$ cat src/hw/rtl/utf8s_pkg.sv
// Package: shared types, constants and byte classification functions for the UTF-8 sanitizer.
package utf8s_pkg;

   localparam logic [7:0] QMARK      = 8'h3F;
   localparam int         QUEUE_DEPTH = 4;
   localparam int         QPTR_W      = $clog2(QUEUE_DEPTH);

   typedef logic [1:0] pend_count_type;
   typedef logic [2:0] seq_len_type;

   typedef struct packed {
      logic [3:0][7:0] bytes;
      logic [2:0]      count;
      logic            last;
   } group_type;

   function automatic seq_len_type lead_length(input logic [7:0] b);
      seq_len_type len;
      case (b) inside
         [8'hC2:8'hDF]: len = 3'd2;
         [8'hE0:8'hEF]: len = 3'd3;
         [8'hF0:8'hF4]: len = 3'd4;
         default:       len = 3'd0;
      endcase
      return len;
   endfunction

   function automatic logic second_ok(input logic [7:0] lead, input logic [7:0] b);
      logic ok;
      case (lead)
         8'hE0:   ok = (b >= 8'hA0) && (b <= 8'hBF);
         8'hED:   ok = (b >= 8'h80) && (b <= 8'h9F);
         8'hF0:   ok = (b >= 8'h90) && (b <= 8'hBF);
         8'hF4:   ok = (b >= 8'h80) && (b <= 8'h8F);
         default: ok = (b[7:6] == 2'b10);
      endcase
      return ok;
   endfunction

endpackage

$ cat src/hw/rtl/utf8s_ifs.sv
// Interfaces: request and response stream channels of the UTF-8 sanitizer.
interface utf8s_req_if;
   logic       valid;
   logic       ready;
   logic [7:0] data_byte;
   logic       is_last;

   modport source (output valid, output data_byte, output is_last, input ready);
   modport sink   (input valid, input data_byte, input is_last, output ready);
endinterface

interface utf8s_rsp_if;
   logic       valid;
   logic       ready;
   logic [7:0] out_byte;
   logic       out_last;

   modport source (output valid, output out_byte, output out_last, input ready);
   modport sink   (input valid, input out_byte, input out_last, output ready);
endinterface

$ cat src/hw/rtl/utf8s_front.sv
// Front end: accepts raw bytes, tracks the pending sequence and emits output groups.
module utf8s_front (
   input  logic                 clock,
   input  logic                 reset,
   input  logic                 req_valid,
   output logic                 req_ready,
   input  logic [7:0]           req_data_byte,
   input  logic                 req_is_last,
   input  logic                 q_full,
   output logic                 q_push,
   output utf8s_pkg::group_type q_group
);

   logic [2:0][7:0]           pend_ff, pend_in;
   utf8s_pkg::pend_count_type cnt_ff, cnt_in;
   utf8s_pkg::seq_len_type    seq_ff, seq_in;

   logic                      accept;
   logic                      ok;
   logic                      consumed;
   logic [2:0]                n;
   logic [3:0][7:0]           slots;
   utf8s_pkg::seq_len_type    len;
   logic [7:0]                b;

   assign b         = req_data_byte;
   assign req_ready = !q_full;
   assign accept    = req_valid && req_ready;

   always_comb begin
      pend_in  = pend_ff;
      cnt_in   = cnt_ff;
      seq_in   = seq_ff;
      slots    = '0;
      n        = 3'd0;
      consumed = 1'b0;
      len      = utf8s_pkg::lead_length(b);
      ok       = (cnt_ff == 2'd1) ? utf8s_pkg::second_ok(pend_ff[0], b) : (b[7:6] == 2'b10);

      if (cnt_ff != 2'd0) begin
         if (ok) begin
            if (({1'b0, cnt_ff} + 3'd1) >= seq_ff) begin
               for (int i = 0; i < 3; i++) begin
                  if (3'(i) < {1'b0, cnt_ff}) slots[i] = pend_ff[i];
               end
               slots[cnt_ff] = b;
               n      = {1'b0, cnt_ff} + 3'd1;
               cnt_in = 2'd0;
               seq_in = 3'd0;
            end else begin
               pend_in[cnt_ff] = b;
               cnt_in          = cnt_ff + 2'd1;
            end
            consumed = 1'b1;
         end else begin
            for (int i = 0; i < 3; i++) begin
               if (3'(i) < {1'b0, cnt_ff}) slots[i] = utf8s_pkg::QMARK;
            end
            n      = {1'b0, cnt_ff};
            cnt_in = 2'd0;
            seq_in = 3'd0;
         end
      end

      if (!consumed) begin
         if (b[7] == 1'b0) begin
            slots[n[1:0]] = b;
            n             = n + 3'd1;
         end else if (len == 3'd0) begin
            slots[n[1:0]] = utf8s_pkg::QMARK;
            n             = n + 3'd1;
         end else begin
            pend_in[0] = b;
            cnt_in     = 2'd1;
            seq_in     = len;
         end
      end

      // end of string flushes whatever is still held
      if (req_is_last) begin
         for (int i = 0; i < 4; i++) begin
            if ((3'(i) >= n) && (3'(i) < (n + {1'b0, cnt_in}))) slots[i] = utf8s_pkg::QMARK;
         end
         n      = n + {1'b0, cnt_in};
         cnt_in = 2'd0;
         seq_in = 3'd0;
      end
   end

   assign q_push        = accept && (n != 3'd0);
   assign q_group.bytes = slots;
   assign q_group.count = n;
   assign q_group.last  = req_is_last;

   always_ff @(posedge clock) begin
      if (reset) begin
         cnt_ff <= 2'd0;
         seq_ff <= 3'd0;
      end else if (accept) begin
         cnt_ff <= cnt_in;
         seq_ff <= seq_in;
      end
   end

   always_ff @(posedge clock) begin
      if (accept) begin
         pend_ff <= pend_in;
      end
   end

endmodule

$ cat src/hw/rtl/utf8s_queue.sv
// Queue: short FIFO of output groups between front end and back end.
module utf8s_queue (
   input  logic                 clock,
   input  logic                 reset,
   input  logic                 push,
   input  utf8s_pkg::group_type push_group,
   output logic                 full,
   input  logic                 pop,
   output logic                 not_empty,
   output utf8s_pkg::group_type head_group
);

   utf8s_pkg::group_type                   entries_ff [utf8s_pkg::QUEUE_DEPTH];
   logic [utf8s_pkg::QPTR_W-1:0]           wr_ptr_ff, rd_ptr_ff;
   logic [utf8s_pkg::QPTR_W:0]             fill_ff, fill_in;
   logic                                   do_push, do_pop;

   assign full       = (fill_ff == (utf8s_pkg::QPTR_W+1)'(utf8s_pkg::QUEUE_DEPTH));
   assign not_empty  = (fill_ff != '0);
   assign head_group = entries_ff[rd_ptr_ff];
   assign do_push    = push && !full;
   assign do_pop     = pop && not_empty;

   always_comb begin
      fill_in = fill_ff;
      if (do_push && !do_pop) fill_in = fill_ff + 1'b1;
      else if (do_pop && !do_push) fill_in = fill_ff - 1'b1;
   end

   always_ff @(posedge clock) begin
      if (reset) begin
         wr_ptr_ff <= '0;
         rd_ptr_ff <= '0;
         fill_ff   <= '0;
      end else begin
         fill_ff <= fill_in;
         if (do_push) wr_ptr_ff <= wr_ptr_ff + 1'b1;
         if (do_pop)  rd_ptr_ff <= rd_ptr_ff + 1'b1;
      end
   end

   always_ff @(posedge clock) begin
      if (do_push) begin
         entries_ff[wr_ptr_ff] <= push_group;
      end
   end

endmodule

$ cat src/hw/rtl/utf8s_back.sv
// Back end: serializes queued output groups into one response beat per cycle while rsp_ready is high.
module utf8s_back (
   input  logic                 clock,
   input  logic                 reset,
   input  logic                 q_not_empty,
   input  utf8s_pkg::group_type q_head,
   output logic                 q_pop,
   output logic                 rsp_valid,
   input  logic                 rsp_ready,
   output logic [7:0]           rsp_out_byte,
   output logic                 rsp_out_last
);

   utf8s_pkg::group_type cur_ff;
   logic                 cur_valid_ff, cur_valid_in;
   logic [1:0]           idx_ff, idx_in;
   logic [1:0]           last_idx;
   logic                 beat;
   logic                 final_beat;
   logic                 load;

   assign last_idx   = 2'(cur_ff.count - 3'd1);
   assign beat       = cur_valid_ff && rsp_ready;
   assign final_beat = (idx_ff == last_idx);
   assign load       = !cur_valid_ff || (beat && final_beat);
   assign q_pop      = load && q_not_empty;

   assign rsp_valid    = cur_valid_ff;
   assign rsp_out_byte = cur_ff.bytes[idx_ff];
   assign rsp_out_last = cur_ff.last && final_beat;

   always_comb begin
      cur_valid_in = cur_valid_ff;
      idx_in       = idx_ff;
      if (load) begin
         cur_valid_in = q_not_empty;
         idx_in       = 2'd0;
      end else if (beat) begin
         idx_in = idx_ff + 2'd1;
      end
   end

   always_ff @(posedge clock) begin
      if (reset) begin
         cur_valid_ff <= 1'b0;
         idx_ff       <= 2'd0;
      end else begin
         cur_valid_ff <= cur_valid_in;
         idx_ff       <= idx_in;
      end
   end

   always_ff @(posedge clock) begin
      if (q_pop) begin
         cur_ff <= q_head;
      end
   end

endmodule

$ cat src/hw/rtl/utf8_sanitize_stream.sv
// Top level: UTF-8 stream sanitizer, front end, group queue and back end.
//
// req_bus carries raw string bytes (data_byte) with is_last on the final byte
// of each string. rsp_bus returns exactly as many bytes: well-formed UTF-8
// passes unchanged, every illegal byte becomes '?' (0x3F), out_last marks the
// final byte of each string.
// Bytes of an unfinished multi-byte sequence are held in the front end and
// released together once the sequence completes, fails or the string ends,
// so one request beat yields zero to four response beats.
// A byte that is released at once is written into the group queue and then into
// the back end's current-group register, from which rsp_bus presents it.
// Throughput: one request beat and one response beat per cycle while nothing stalls.
// req_bus.ready drops only while the four-entry group queue is full, which
// happens when the receiver stalls or when groups of several beats pile up.
// Reset (synchronous, active high) drops any held bytes and queued groups.
// A stalled response holds its payload until taken.
module utf8_sanitize_stream (
   input  logic             clock,
   input  logic             reset,
   utf8s_req_if.sink        req_bus,
   utf8s_rsp_if.source      rsp_bus
);

   logic                 q_push;
   logic                 q_full;
   logic                 q_pop;
   logic                 q_not_empty;
   utf8s_pkg::group_type q_push_group;
   utf8s_pkg::group_type q_head;

   utf8s_front u_front (
      .clock         (clock),
      .reset         (reset),
      .req_valid     (req_bus.valid),
      .req_ready     (req_bus.ready),
      .req_data_byte (req_bus.data_byte),
      .req_is_last   (req_bus.is_last),
      .q_full        (q_full),
      .q_push        (q_push),
      .q_group       (q_push_group)
   );

   utf8s_queue u_queue (
      .clock      (clock),
      .reset      (reset),
      .push       (q_push),
      .push_group (q_push_group),
      .full       (q_full),
      .pop        (q_pop),
      .not_empty  (q_not_empty),
      .head_group (q_head)
   );

   utf8s_back u_back (
      .clock        (clock),
      .reset        (reset),
      .q_not_empty  (q_not_empty),
      .q_head       (q_head),
      .q_pop        (q_pop),
      .rsp_valid    (rsp_bus.valid),
      .rsp_ready    (rsp_bus.ready),
      .rsp_out_byte (rsp_bus.out_byte),
      .rsp_out_last (rsp_bus.out_last)
   );

endmodule
$ cat src/flat_wrapper.sv
// flat-port wrapper written by rule: the top's interface ports become plain ports
module utf8_sanitize_stream_flat 
  (clock, reset, req_bus_valid, req_bus_data_byte, req_bus_is_last, req_bus_ready, rsp_bus_valid, rsp_bus_out_byte, rsp_bus_out_last, rsp_bus_ready);
  utf8s_req_if req_bus_i ();
  utf8s_rsp_if rsp_bus_i ();
  input  logic clock;
  input  logic reset;
  input wire logic [$bits(req_bus_i.valid)-1:0] req_bus_valid;
  input wire logic [$bits(req_bus_i.data_byte)-1:0] req_bus_data_byte;
  input wire logic [$bits(req_bus_i.is_last)-1:0] req_bus_is_last;
  output wire logic [$bits(req_bus_i.ready)-1:0] req_bus_ready;
  output wire logic [$bits(rsp_bus_i.valid)-1:0] rsp_bus_valid;
  output wire logic [$bits(rsp_bus_i.out_byte)-1:0] rsp_bus_out_byte;
  output wire logic [$bits(rsp_bus_i.out_last)-1:0] rsp_bus_out_last;
  input wire logic [$bits(rsp_bus_i.ready)-1:0] rsp_bus_ready;
  assign req_bus_i.valid = req_bus_valid;
  assign req_bus_i.data_byte = req_bus_data_byte;
  assign req_bus_i.is_last = req_bus_is_last;
  assign req_bus_ready = req_bus_i.ready;
  assign rsp_bus_valid = rsp_bus_i.valid;
  assign rsp_bus_out_byte = rsp_bus_i.out_byte;
  assign rsp_bus_out_last = rsp_bus_i.out_last;
  assign rsp_bus_i.ready = rsp_bus_ready;
  utf8_sanitize_stream u_core (.clock(clock), .reset(reset), .req_bus(req_bus_i), .rsp_bus(rsp_bus_i));
endmodule
$ cat config.mk
export PLATFORM = sky130hd
export DESIGN_NAME = utf8_sanitize_stream_flat
export DESIGN_NICKNAME = d
export VERILOG_FILES = /design/src/hw/rtl/utf8s_pkg.sv /design/src/hw/rtl/utf8s_ifs.sv /design/src/hw/rtl/utf8s_front.sv /design/src/hw/rtl/utf8s_queue.sv /design/src/hw/rtl/utf8s_back.sv /design/src/hw/rtl/utf8_sanitize_stream.sv /design/src/flat_wrapper.sv
export SDC_FILE = /design/constraint.sdc
export NUM_CORES = 1
export LEC_CHECK = 0
export BUFFER_PORTS_ARGS = -buffer_cell sky130_fd_sc_hd__buf_2
export CORE_MARGIN = 5
export CORE_UTILIZATION = 65
export CTS_BUF_LIST = sky130_fd_sc_hd__clkbuf_8
export DETAILED_ROUTE_END_ITERATION = 10
export GPL_TIMING_DRIVEN = 1
export HOLD_SLACK_MARGIN = 0.02
export PLACE_DENSITY = 0.82
export SYNTH_ARGS = -nofsm -noshare
export SYNTH_HDL_FRONTEND = slang
export SYNTH_SLANG_ARGS = --single-unit
$ cat constraint.sdc
create_clock -name clock -period 10.5 [get_ports clock]
set_input_delay 2.1 -clock clock [delete_from_list [all_inputs] [get_ports clock]]
set_output_delay 2.1 -clock clock [all_outputs]
set_load 0.02 [all_outputs]
==> results of run 1 <==
==> stage by stage <==
step                      area, um^2  util, %
after floorplan                 9310        -
after global placement          9640     68.9
after detailed placement        9640     68.9
after CTS                      10200     73.2
after global routing           10200     73.2
final                          10200     73.2
==> Yosys cell counts, types with 5 or more instances <==
cell type / number / area, um^2
edfxtp_1: 199 / 5980
a21oi_1: 55 / 275
nand2_1: 50 / 188
mux4_2: 43 / 968
o21ai_0: 36 / 180
nor2_1: 24 / 90.1
clkbuf_1: 18 / 67.6
ha_1: 17 / 213
inv_1: 16 / 60.1
dfxtp_1: 15 / 300
nor2b_1: 11 / 68.8
nand2b_1: 10 / 62.6
and2_1: 8 / 50.1
nor3_1: 7 / 35.0
mux2_2: 6 / 67.6
o32ai_1: 6 / 52.6
xor2_1: 6 / 52.6
a21o_1: 5 / 37.5
==> registers in the layout, summed over array words and instances (netlist names) <==
name                       flops
u_core.u_back.cur_ff          35
u_core.u_back.idx_ff           2
u_core.u_back.rsp_valid        1
u_core.u_front.cnt_ff          2
u_core.u_front.pend_ff        24
u_core.u_front.seq_ff          3
u_core.u_queue.entries_ff    140
u_core.u_queue.fill_ff         3
u_core.u_queue.rd_ptr_ff       2
u_core.u_queue.wr_ptr_ff       2
==> cells by family after synthesis <==
kind of cell	Yosys count
XOR/XNOR	8
multiplexers	55
AND/OR/NAND/NOR	135
flip-flops	214
buffers and inverters	40
AO/OA/AOI/OAI	127
adder cells (fa/ha/maj)	19
==> worst min-delay path: cells and delay by family (launching register included) <==
kind | cells | cell delay, ns
DFF | 1 | 0.33
AOI/OAI and AO/OA | 2 | 0.14
==> per-layer routing <==
layer	up-vias	part of all wire (%)
met5	-	0
met4	0	2.3
met3	31	6.7
met2	206	51
met1	2617	40
li1	2414	-
==> where the power goes <==
group	total, uW	leakage (uW)	switching (uW)	internal [uW]
Sequential	1170	0.00199	49.9	1120
Combinational	442	0.00120	253	189
Clock	632	0.000342	298	333
==> how the worst min path moves through the flow <==
stage          cells after the start                        end
2_1_floorplan                      2   u_core.u_front.seq_ff[0]
3_3_place_gp                       2   u_core.u_front.seq_ff[0]
3_5_place_dp                       2   u_core.u_front.seq_ff[2]
4_1_cts                            2  u_core.u_queue.fill_ff[2]
5_1_grt                            2  u_core.u_queue.fill_ff[2]
6_report                           2  u_core.u_queue.fill_ff[2]
==> cell type report <==
cell class	count	share of cell area, %
Clock buffer	35	4.70
Clock inverter	23	1.19
Inverter	17	0.623
Multi-Input combinational cell	344	28.3
Sequential cell	214	61.3
Tap cell	180	2.20
Timing Repair Buffer	31	1.71
==> results.py, run 1 <==
metrics = {
    "outcome": {
        "status": "finished clean",
    },
    "routing": {
        "wirelength_um": 18800,
        "route.vias.total": 5268,
        "routedWlPerCell_um": 22.3,
        "via_per_inst": 6.24,
        "antenna_left": 0,
        "firstDrtPassIters": 5,
        "drtIter0Drc": 406,
        "drc": 0,
    },
    "grt": {
        "antenna_found_initial": 0,
        "met1_usage_pct": 31.3,
        "grt_pass1_wl_um": 29600,
        "overflow": 0,
        "grtUsageMet2_pct": 40.2,
        "grt_use_total_pct": 23.7,
        "busiest_layer": "met2",
        "use_met3_pct": 4.66,
        "grt_start_max_net_pins": 39,
        "grt_pass1_vias": 5415,
    },
    "cells_and_area": {
        "fillers": 820,
        "num_antenna_cells": 0,
        "regArea_um2": 6280,
        "syn_to_final_growth_pct": 9.97,
        "drive_above_1_share_pct": 20.6,
        "final_common_cell": "edfxtp_1",
        "instances_no_fill": 844,
        "multiInputGateArea_um2": 2890,
        "final_nets": 674,
        "layout_common_cells": "edfxtp_1, a21oi_1, nand2_1",
    },
    "critical_path": {
        "crit_arrival_ns": 7.54,
        "cp-start-kind": "primary input",
        "timing.rr.end": "u_core.u_queue.fill_ff[2]",
        "path_delay_family": "simple AND/OR/NAND/NOR gates",
        "cp-end-kind": "register",
        "crit_cells": 23,
        "reg2regPathDepth": 22,
        "worst_ep_required_time_ns": 10.94,
        "r2r_slack_ns": 4.39,
        "crit_path_cell_trace": "buf_2 > nor4b_1 > o21ai_0 > o211ai_1 > nand2b_1 > nor3_1 > a21oi_1 > or2_2 > ha_1 > a211o_1 > and3_1 > fa_1 > nor2b_1 > nand3b_1 > mux2_1 > o31ai_4 > inv_2 > ha_1 > inv_1 > fa_1 > xor2_1 > or3_1 > a21oi_1",
        "worst-setup-path-type": "primary input to register",
        "cp_num_buf_inv": 3,
        "cp_slowest_cell": "fa_1",
        "critPathMaxStageDelay_ns": 0.61,
        "endpoint": "u_core.u_queue.fill_ff[2]",
        "path_max_fanout": 15,
        "worstReg2RegStart": "u_core.u_front.cnt_ff[0]",
        "crit_start": "req_bus_data_byte[4]",
    },
    "synth": {
        "synthAdderAreaFrac_pct": 2.71,
        "yosysWarnings": 0,
        "syn_nets": 630,
        "syn_avg_cell_area_um2": 15.6,
        "synthCells": 598,
        "synth_top_family_by_area": "multiplexers",
        "synth-seq-cells": 214,
        "synth_xor_area_share_pct": 0.753,
        "synth-edff-count": 199,
        "syn_area_um2": 9310,
        "ys.flop_type": "edfxtp_1",
        "synthSimpleGateAreaFrac_pct": 7.34,
        "async_reset_ff_share_pct": 0,
        "seq_area_frac_synth_pct": 67.4,
        "synth_compound_area_share_pct": 8.27,
        "ys_types": 55,
        "synthMuxAreaShare_pct": 11.9,
    },
    "sta": {
        "setup_ws_ns": 3.40,
        "post-route-min-period_ns": 7.10,
        "min_period_over_period_pct": 67.6,
        "slew_headroom_pct": 36.5,
        "slew_viol_final": 0,
        "hold_ws_ns": 0.512,
        "setup-tns-final_ns": 0,
        "setup_viol": 0,
        "hold_viol_final": 0,
        "rsz0062_at_grt": "no",
        "skew_ns": 0.0237,
        "tightest_slew_ns": 0.943,
        "fmaxAchievable_mhz": 141,
    },
    "placement": {
        "io_buffers": 23,
        "gp_congestion": 0.869,
        "dp_hpwl_um": 12500,
        "pre_cts_slack_ns": 2.91,
        "dpl.cell_count": 786,
    },
    "clock_tree": {
        "cts_buffers": 34,
        "cts_resized": 0,
        "cts_setup_buffers": 0,
        "cts_buffer_depth": 3,
        "cts_sinks": 214,
        "root_buffer": "clkbuf_8",
        "cts.clk_slew.worst_paths_ns": 0.06,
        "htree_levels": 2,
        "cts_tree": "built",
        "clk_latency_ns": 0.51,
        "hold_buffers": 0,
    },
    "pwr": {
        "p_total_uw": 2240,
        "vdd_drop_max_uv": 116,
        "power_density_nw_per_um2": 219,
        "power.leakage_uw": 0.00354,
    },
    "die": {
        "core-area_um2": 14000,
        "die_y_um": 130,
        "initial_core_util_pct": 66.6,
        "placementRows": 43,
        "io_pins": 24,
        "dieArea_um2": 16800,
        "die_width_um": 130,
    },
    "min_path": {
        "hp-start": "u_core.u_queue.fill_ff[2]",
        "hold_class": "register to register",
    },
    "job": {
        "max-cap-violations": 0,
    },
}
(Power assumes the default switching activity.)
==> inputs of run 2 (changes only) <==
--- a/config.mk
+++ b/config.mk
@@ -7,12 +7,12 @@
 export LEC_CHECK = 0
 export BUFFER_PORTS_ARGS = -buffer_cell sky130_fd_sc_hd__buf_2
 export CORE_MARGIN = 5
-export CORE_UTILIZATION = 65
+export CORE_UTILIZATION = 58
 export CTS_BUF_LIST = sky130_fd_sc_hd__clkbuf_8
 export DETAILED_ROUTE_END_ITERATION = 10
 export GPL_TIMING_DRIVEN = 1
 export HOLD_SLACK_MARGIN = 0.02
-export PLACE_DENSITY = 0.82
+export PLACE_DENSITY = 0.78
 export SYNTH_ARGS = -nofsm -noshare
 export SYNTH_HDL_FRONTEND = slang
 export SYNTH_SLANG_ARGS = --single-unit
==> constraint.sdc (replaced) <==
create_clock -name clock -period 5.9 [get_ports clock]
set_input_delay 1.18 -clock clock [delete_from_list [all_inputs] [get_ports clock]]
set_output_delay 1.18 -clock clock [all_outputs]
set_load 0.02 [all_outputs]
==> results.py, run 2 (synthesized netlist as in run 1, its figures left out) <==
metrics = {
    "die": {
        "placementRows": 46,
        "die_y_um": 137,
        "die_width_um": 137,
        "dieArea_um2": 18700,
        "initial_core_util_pct": 58.8,
        "core-area_um2": 15800,
        "io_pins": 24,
    },
    "routing": {
        "wirelength_um": 18300,
        "firstDrtPassIters": 5,
        "route.vias.total": 5299,
        "drc": 0,
        "routedWlPerCell_um": 20.5,
        "via_per_inst": 5.94,
        "drtIter0Drc": 460,
        "antenna_left": 0,
    },
    "cells_and_area": {
        "syn_to_final_growth_pct": 11.9,
        "drive_above_1_share_pct": 22.5,
        "layout_common_cells": "edfxtp_1, a21oi_1, nand2_1",
        "largest_reg_flops": 140,
        "final_nets": 684,
        "top_regs": "u_core.u_queue.entries_ff x140, u_core.u_back.cur_ff x35, u_core.u_front.pend_ff x24",
        "design_area_um2": 10400,
        "num_antenna_cells": 0,
        "final_common_cell": "edfxtp_1",
        "instances_no_fill": 892,
        "largest-register": "u_core.u_queue.entries_ff",
    },
    "clock_tree": {
        "cts_tree": "built",
        "cts_buffer_depth": 3,
        "cts_setup_buffers": 0,
        "clk_latency_ns": 0.51,
        "cts.clk_slew.worst_paths_ns": 0.06,
        "root_buffer": "clkbuf_8",
        "htree_levels": 2,
        "cts_buffers": 35,
        "cts_sinks": 214,
    },
    "critical_path": {
        "cp_num_buf_inv": 3,
        "path_common_cell": "ha_1",
        "worst_ep_required_time_ns": 6.33,
        "cp-start-kind": "register",
        "path_max_fanout": 6,
        "crit_start": "u_core.u_front.cnt_ff[1]",
        "worstReg2RegStart": "u_core.u_front.cnt_ff[1]",
        "worst-setup-path-type": "register to register",
        "path_delay_family": "adder cells",
        "cp_slowest_cell": "fa_1",
        "crit_arrival_ns": 5.93,
        "cp-end-kind": "register",
        "crit_path_cell_trace": "inv_1 > ha_1 > ha_1 > a21o_1 > a21oi_2 > nor3_1 > a21oi_1 > or2_2 > ha_1 > a211o_1 > and3_1 > fa_1 > nor2b_2 > nand3b_1 > mux2_1 > o31ai_4 > inv_2 > ha_1 > inv_1 > fa_1 > xor2_1 > or3_1 > a21oi_1",
        "critPathMaxStageDelay_ns": 0.55,
    },
    "min_path": {
        "hp-start": "u_core.u_front.seq_ff[2]",
        "hold_class": "register to register",
    },
    "placement": {
        "dpl.cell_count": 831,
        "gp_congestion": 0.916,
        "io_buffers": 23,
        "placed_area_um2": 9750,
        "dp_hpwl_um": 12000,
    },
    "grt": {
        "antenna_found_initial": 0,
        "grt_start_max_net_pins": 39,
        "overflow": 0,
        "grt_pass1_vias": 5391,
        "grt_pass1_wl_um": 28900,
        "grt_use_total_pct": 20.5,
    },
    "sta": {
        "slew_headroom_pct": 44.7,
        "slew_viol_final": 0,
        "fmaxAchievable_mhz": 182,
        "post-route-min-period_ns": 5.50,
        "min_period_over_period_pct": 93.3,
        "hold_viol_final": 0,
        "rsz0062_at_grt": "no",
        "setup_viol": 0,
        "tightest_slew_ns": 0.821,
        "skew_ns": 0.0216,
    },
    "pwr": {
        "power.leakage_uw": 0.00362,
        "power_density_nw_per_um2": 391,
        "vdd_drop_max_uv": 201,
    },
    "job": {
        "max-cap-violations": 0,
    },
    "outcome": {
        "status": "finished clean",
    },
}
## run 2: final cells by class
type | instances | area, um^2
Fill cell | 1065 | 5410
Inverter | 17 | 63.8
Clock inverter | 24 | 158
Sequential cell | 214 | 6280
Clock buffer | 37 | 509
Tap cell | 216 | 270
Multi-Input combinational cell | 344 | 2900
Timing Repair Buffer | 40 | 243
## run 2: layer usage
metal,track usage [%],routed length (um)
met2,33.9,9250
met5,0,0
met4,6.83,349
met1,28.1,7520
met3,3.38,1130
## run 2: path summary, 6_finish.rpt
| path | end | slack [ns] | cells after the start |
|---|---|---|---|
| worst min-delay path | u_core.u_front.seq_ff[2] | 0.51 | 2 |
| worst max register to register | u_core.u_queue.fill_ff[2] | 0.40 | 23 |
| worst min register to register | u_core.u_front.seq_ff[2] | 0.51 | 2 |
| worst max-delay path | u_core.u_queue.fill_ff[2] | 0.40 | 23 |
## run 2: what timing repair did
| action | in CTS | in global routing |
|---|---|---|
| resized for setup | 0 | 2 |
| hold buffers | 0 | 0 |
| setup endpoints to repair | 0 | 2 |
## run 2: worst min-delay path, stage by stage (launching register included)
cell and delay [ns]:
dfxtp_1 0.33, a22oi_1 0.07, nor2_1 0.08
## run 2: where the power goes
part / switching, uW / internal, uW
clock network: 540 / 669
registers: 87.0 / 1990
logic: 446 / 339
total: 1070 / 3000
## run 2: through the flow
stage	utilization [%]	setup TNS, ns	total power (uW)	hold WS, ns	setup slack, ns
detailed placement	61.6	-0.0301	2910	0.500	-0.0301
global route	65.8	0	4270	0.520	0.0716
finish	65.8	0	4070	0.511	0.398
CTS	65.8	0	4120	0.507	0.191
global placement	61.6	0	2870	0.485	0.140
floorplan	-	0	2660	0.461	0.0457
==> inputs of run 3 (changes only) <==
--- a/config.mk
+++ b/config.mk
@@ -7,12 +7,14 @@
 export LEC_CHECK = 0
 export BUFFER_PORTS_ARGS = -buffer_cell sky130_fd_sc_hd__buf_2
 export CORE_MARGIN = 5
-export CORE_UTILIZATION = 58
+export CORE_UTILIZATION = 59
 export CTS_BUF_LIST = sky130_fd_sc_hd__clkbuf_8
 export DETAILED_ROUTE_END_ITERATION = 10
 export GPL_TIMING_DRIVEN = 1
 export HOLD_SLACK_MARGIN = 0.02
-export PLACE_DENSITY = 0.78
+export PLACE_DENSITY = 0.79
+export SLEW_MARGIN = 20
 export SYNTH_ARGS = -nofsm -noshare
 export SYNTH_HDL_FRONTEND = slang
+export SYNTH_HIERARCHICAL = 1
 export SYNTH_SLANG_ARGS = --single-unit
==> results.py, run 3 <==
metrics = {
    "outcome": {
        "status": "finished clean",
    },
    "sta": {
        "post-route-min-period_ns": 5.66,
        "hold_ws_ns": 0.453,
        "hold_viol_final": 0,
        "min_period_over_period_pct": 95.9,
        "setup_viol": 0,
        "tightest_slew_ns": 0.969,
        "rsz0062_at_grt": "no",
        "fmaxAchievable_mhz": 177,
        "slew_viol_final": 0,
        "slew_headroom_pct": 35.4,
        "skew_ns": 0.0231,
    },
    "critical_path": {
        "crit_start": "u_core/u_front/cnt_ff[0]",
        "cp-start-kind": "register",
        "worst_ep_required_time_ns": 6.34,
        "r2r_slack_ns": 0.24,
        "worst-setup-path-type": "register to register",
        "path_max_fanout": 12,
        "worstReg2RegStart": "u_core/u_front/cnt_ff[0]",
        "crit_arrival_ns": 6.10,
        "cp-end-kind": "register",
    },
    "clock_tree": {
        "cts_buffers": 35,
        "cts.clk_slew.worst_paths_ns": 0.06,
        "cts_sinks": 216,
        "hold_buffers": 0,
        "cts_resized": 0,
        "htree_levels": 2,
        "root_buffer": "clkbuf_8",
        "cts_buffer_depth": 3,
        "cts_tree": "built",
        "cts_setup_buffers": 0,
        "clk_latency_ns": 0.53,
    },
    "cells_and_area": {
        "top_regs": "u_core/u_queue/entries_ff x140, u_core/u_back/cur_ff x35, u_core/u_front/pend_ff x24",
        "design_area_um2": 10700,
        "num_antenna_cells": 0,
        "largest-register": "u_core/u_queue/entries_ff",
        "final_common_cell": "edfxtp_1",
        "layout_common_cells": "edfxtp_1, nand2_1, clkbuf_8",
        "largest_reg_flops": 140,
        "multiInputGateArea_um2": 3120,
        "fillers": 1148,
        "final_nets": 695,
        "drive_above_1_share_pct": 21.4,
        "regArea_um2": 6320,
        "syn_to_final_growth_pct": 10.2,
    },
    "placement": {
        "gp_congestion": 0.946,
        "placed_area_um2": 10000,
        "io_buffers": 23,
        "dp_hpwl_um": 12700,
    },
    "synth": {
        "syn_avg_cell_area_um2": 15.7,
        "synthCells": 616,
        "syn_nets": 648,
        "yosysWarnings": 6,
        "syn_area_um2": 9670,
    },
    "routing": {
        "antenna_left": 0,
        "drc": 0,
        "via_per_inst": 6.18,
        "drtIter0Drc": 599,
        "firstDrtPassIters": 7,
        "wirelength_um": 19400,
        "routedWlPerCell_um": 21.6,
        "route.vias.total": 5543,
    },
    "die": {
        "dieArea_um2": 19100,
        "die_y_um": 138,
        "io_pins": 24,
        "placementRows": 46,
        "core-area_um2": 16000,
        "die_width_um": 138,
        "initial_core_util_pct": 60.5,
    },
    "grt": {
        "grt_use_total_pct": 20.4,
        "overflow": 0,
        "grt_pass1_vias": 5612,
        "antenna_found_initial": 0,
        "grt_pass1_wl_um": 30800,
        "grt_start_max_net_pins": 38,
    },
    "pwr": {
        "power_density_nw_per_um2": 403,
        "power.leakage_uw": 0.00370,
        "vdd_drop_max_uv": 310,
        "p_total_uw": 4290,
    },
    "min_path": {
        "hold_class": "register to register",
        "hp-start": "u_core/u_front/seq_ff[1]",
    },
    "job": {
        "max-cap-violations": 0,
    },
}
## run 3: cell count changes in the layout (fill, tap and decap cells not counted), moves of 8 or more
cell | before | now
o21ai_0 | 36 | 28
mux4_1 | 0 | 11
and2_1 | 8 | 19
a21oi_1 | 53 | 26
nand2_1 | 50 | 62
mux4_2 | 43 | 32
## run 3: layout make-up
class / instances / share of cell area, %
timing repair buffer: 38 / 2.14
inverter: 21 / 0.740
clock inverter: 18 / 1.26
tap: 216 / 2.54
clock buffer: 37 / 4.78
multi-input combinational: 351 / 29.3
sequential: 216 / 59.3
## run 3: worst paths after layout
check,cells past startpoint,end
worst max-delay path,21,u_core/u_queue/fill_ff[2]
worst max register to register,21,u_core/u_queue/fill_ff[2]
worst min-delay path,1,u_core/u_front/seq_ff[1]
worst min register to register,1,u_core/u_front/seq_ff[1]
## run 3: through the flow
| stage | std cells | utilization [%] | setup WS (ns) | TNS (ns) |
|---|---|---|---|---|
| after floorplan | 616 | - | 0.0445 | 0 |
| after global placement | 842 | 62.6 | 0.0668 | 0 |
| after detailed placement | 842 | 62.6 | -0.158 | -4.45 |
| after CTS | 897 | 66.6 | 0.330 | 0 |
| after global routing | 897 | 66.6 | 0.0128 | 0 |
| final | 897 | 66.6 | 0.242 | 0 |
## run 3: power by group
part	internal (uW)	switching, uW
Clock	663	536
Sequential	2050	109
Combinational	395	537
## run 3: critical path: stages (launching register included)
cell	delay, ns
dfxtp_1	0.53
ha_1	0.48
nand2_1	0.26
o41a_1	0.42
and2_1	0.19
or3_1	0.40
ha_1	0.30
o221ai_2	0.17
inv_1	0.12
fa_1	0.54
and3_1	0.23
a221oi_2	0.33
nand2_1	0.09
o311a_1	0.29
inv_1	0.09
nor2_2	0.08
ha_1	0.24
inv_1	0.07
fa_1	0.17
xor2_1	0.08
or3_1	0.32
a21oi_1	0.15
## run 3: metal layers
layer / GRT usage, % / vias up / part of all wire [%]
li1: - / 2486 / -
met1: 27.3 / 2768 / 40
met2: 34.0 / 238 / 50
met3: 4.28 / 51 / 7.5
met4: 6.81 / 0 / 2.7
met5: 0 / - / 0
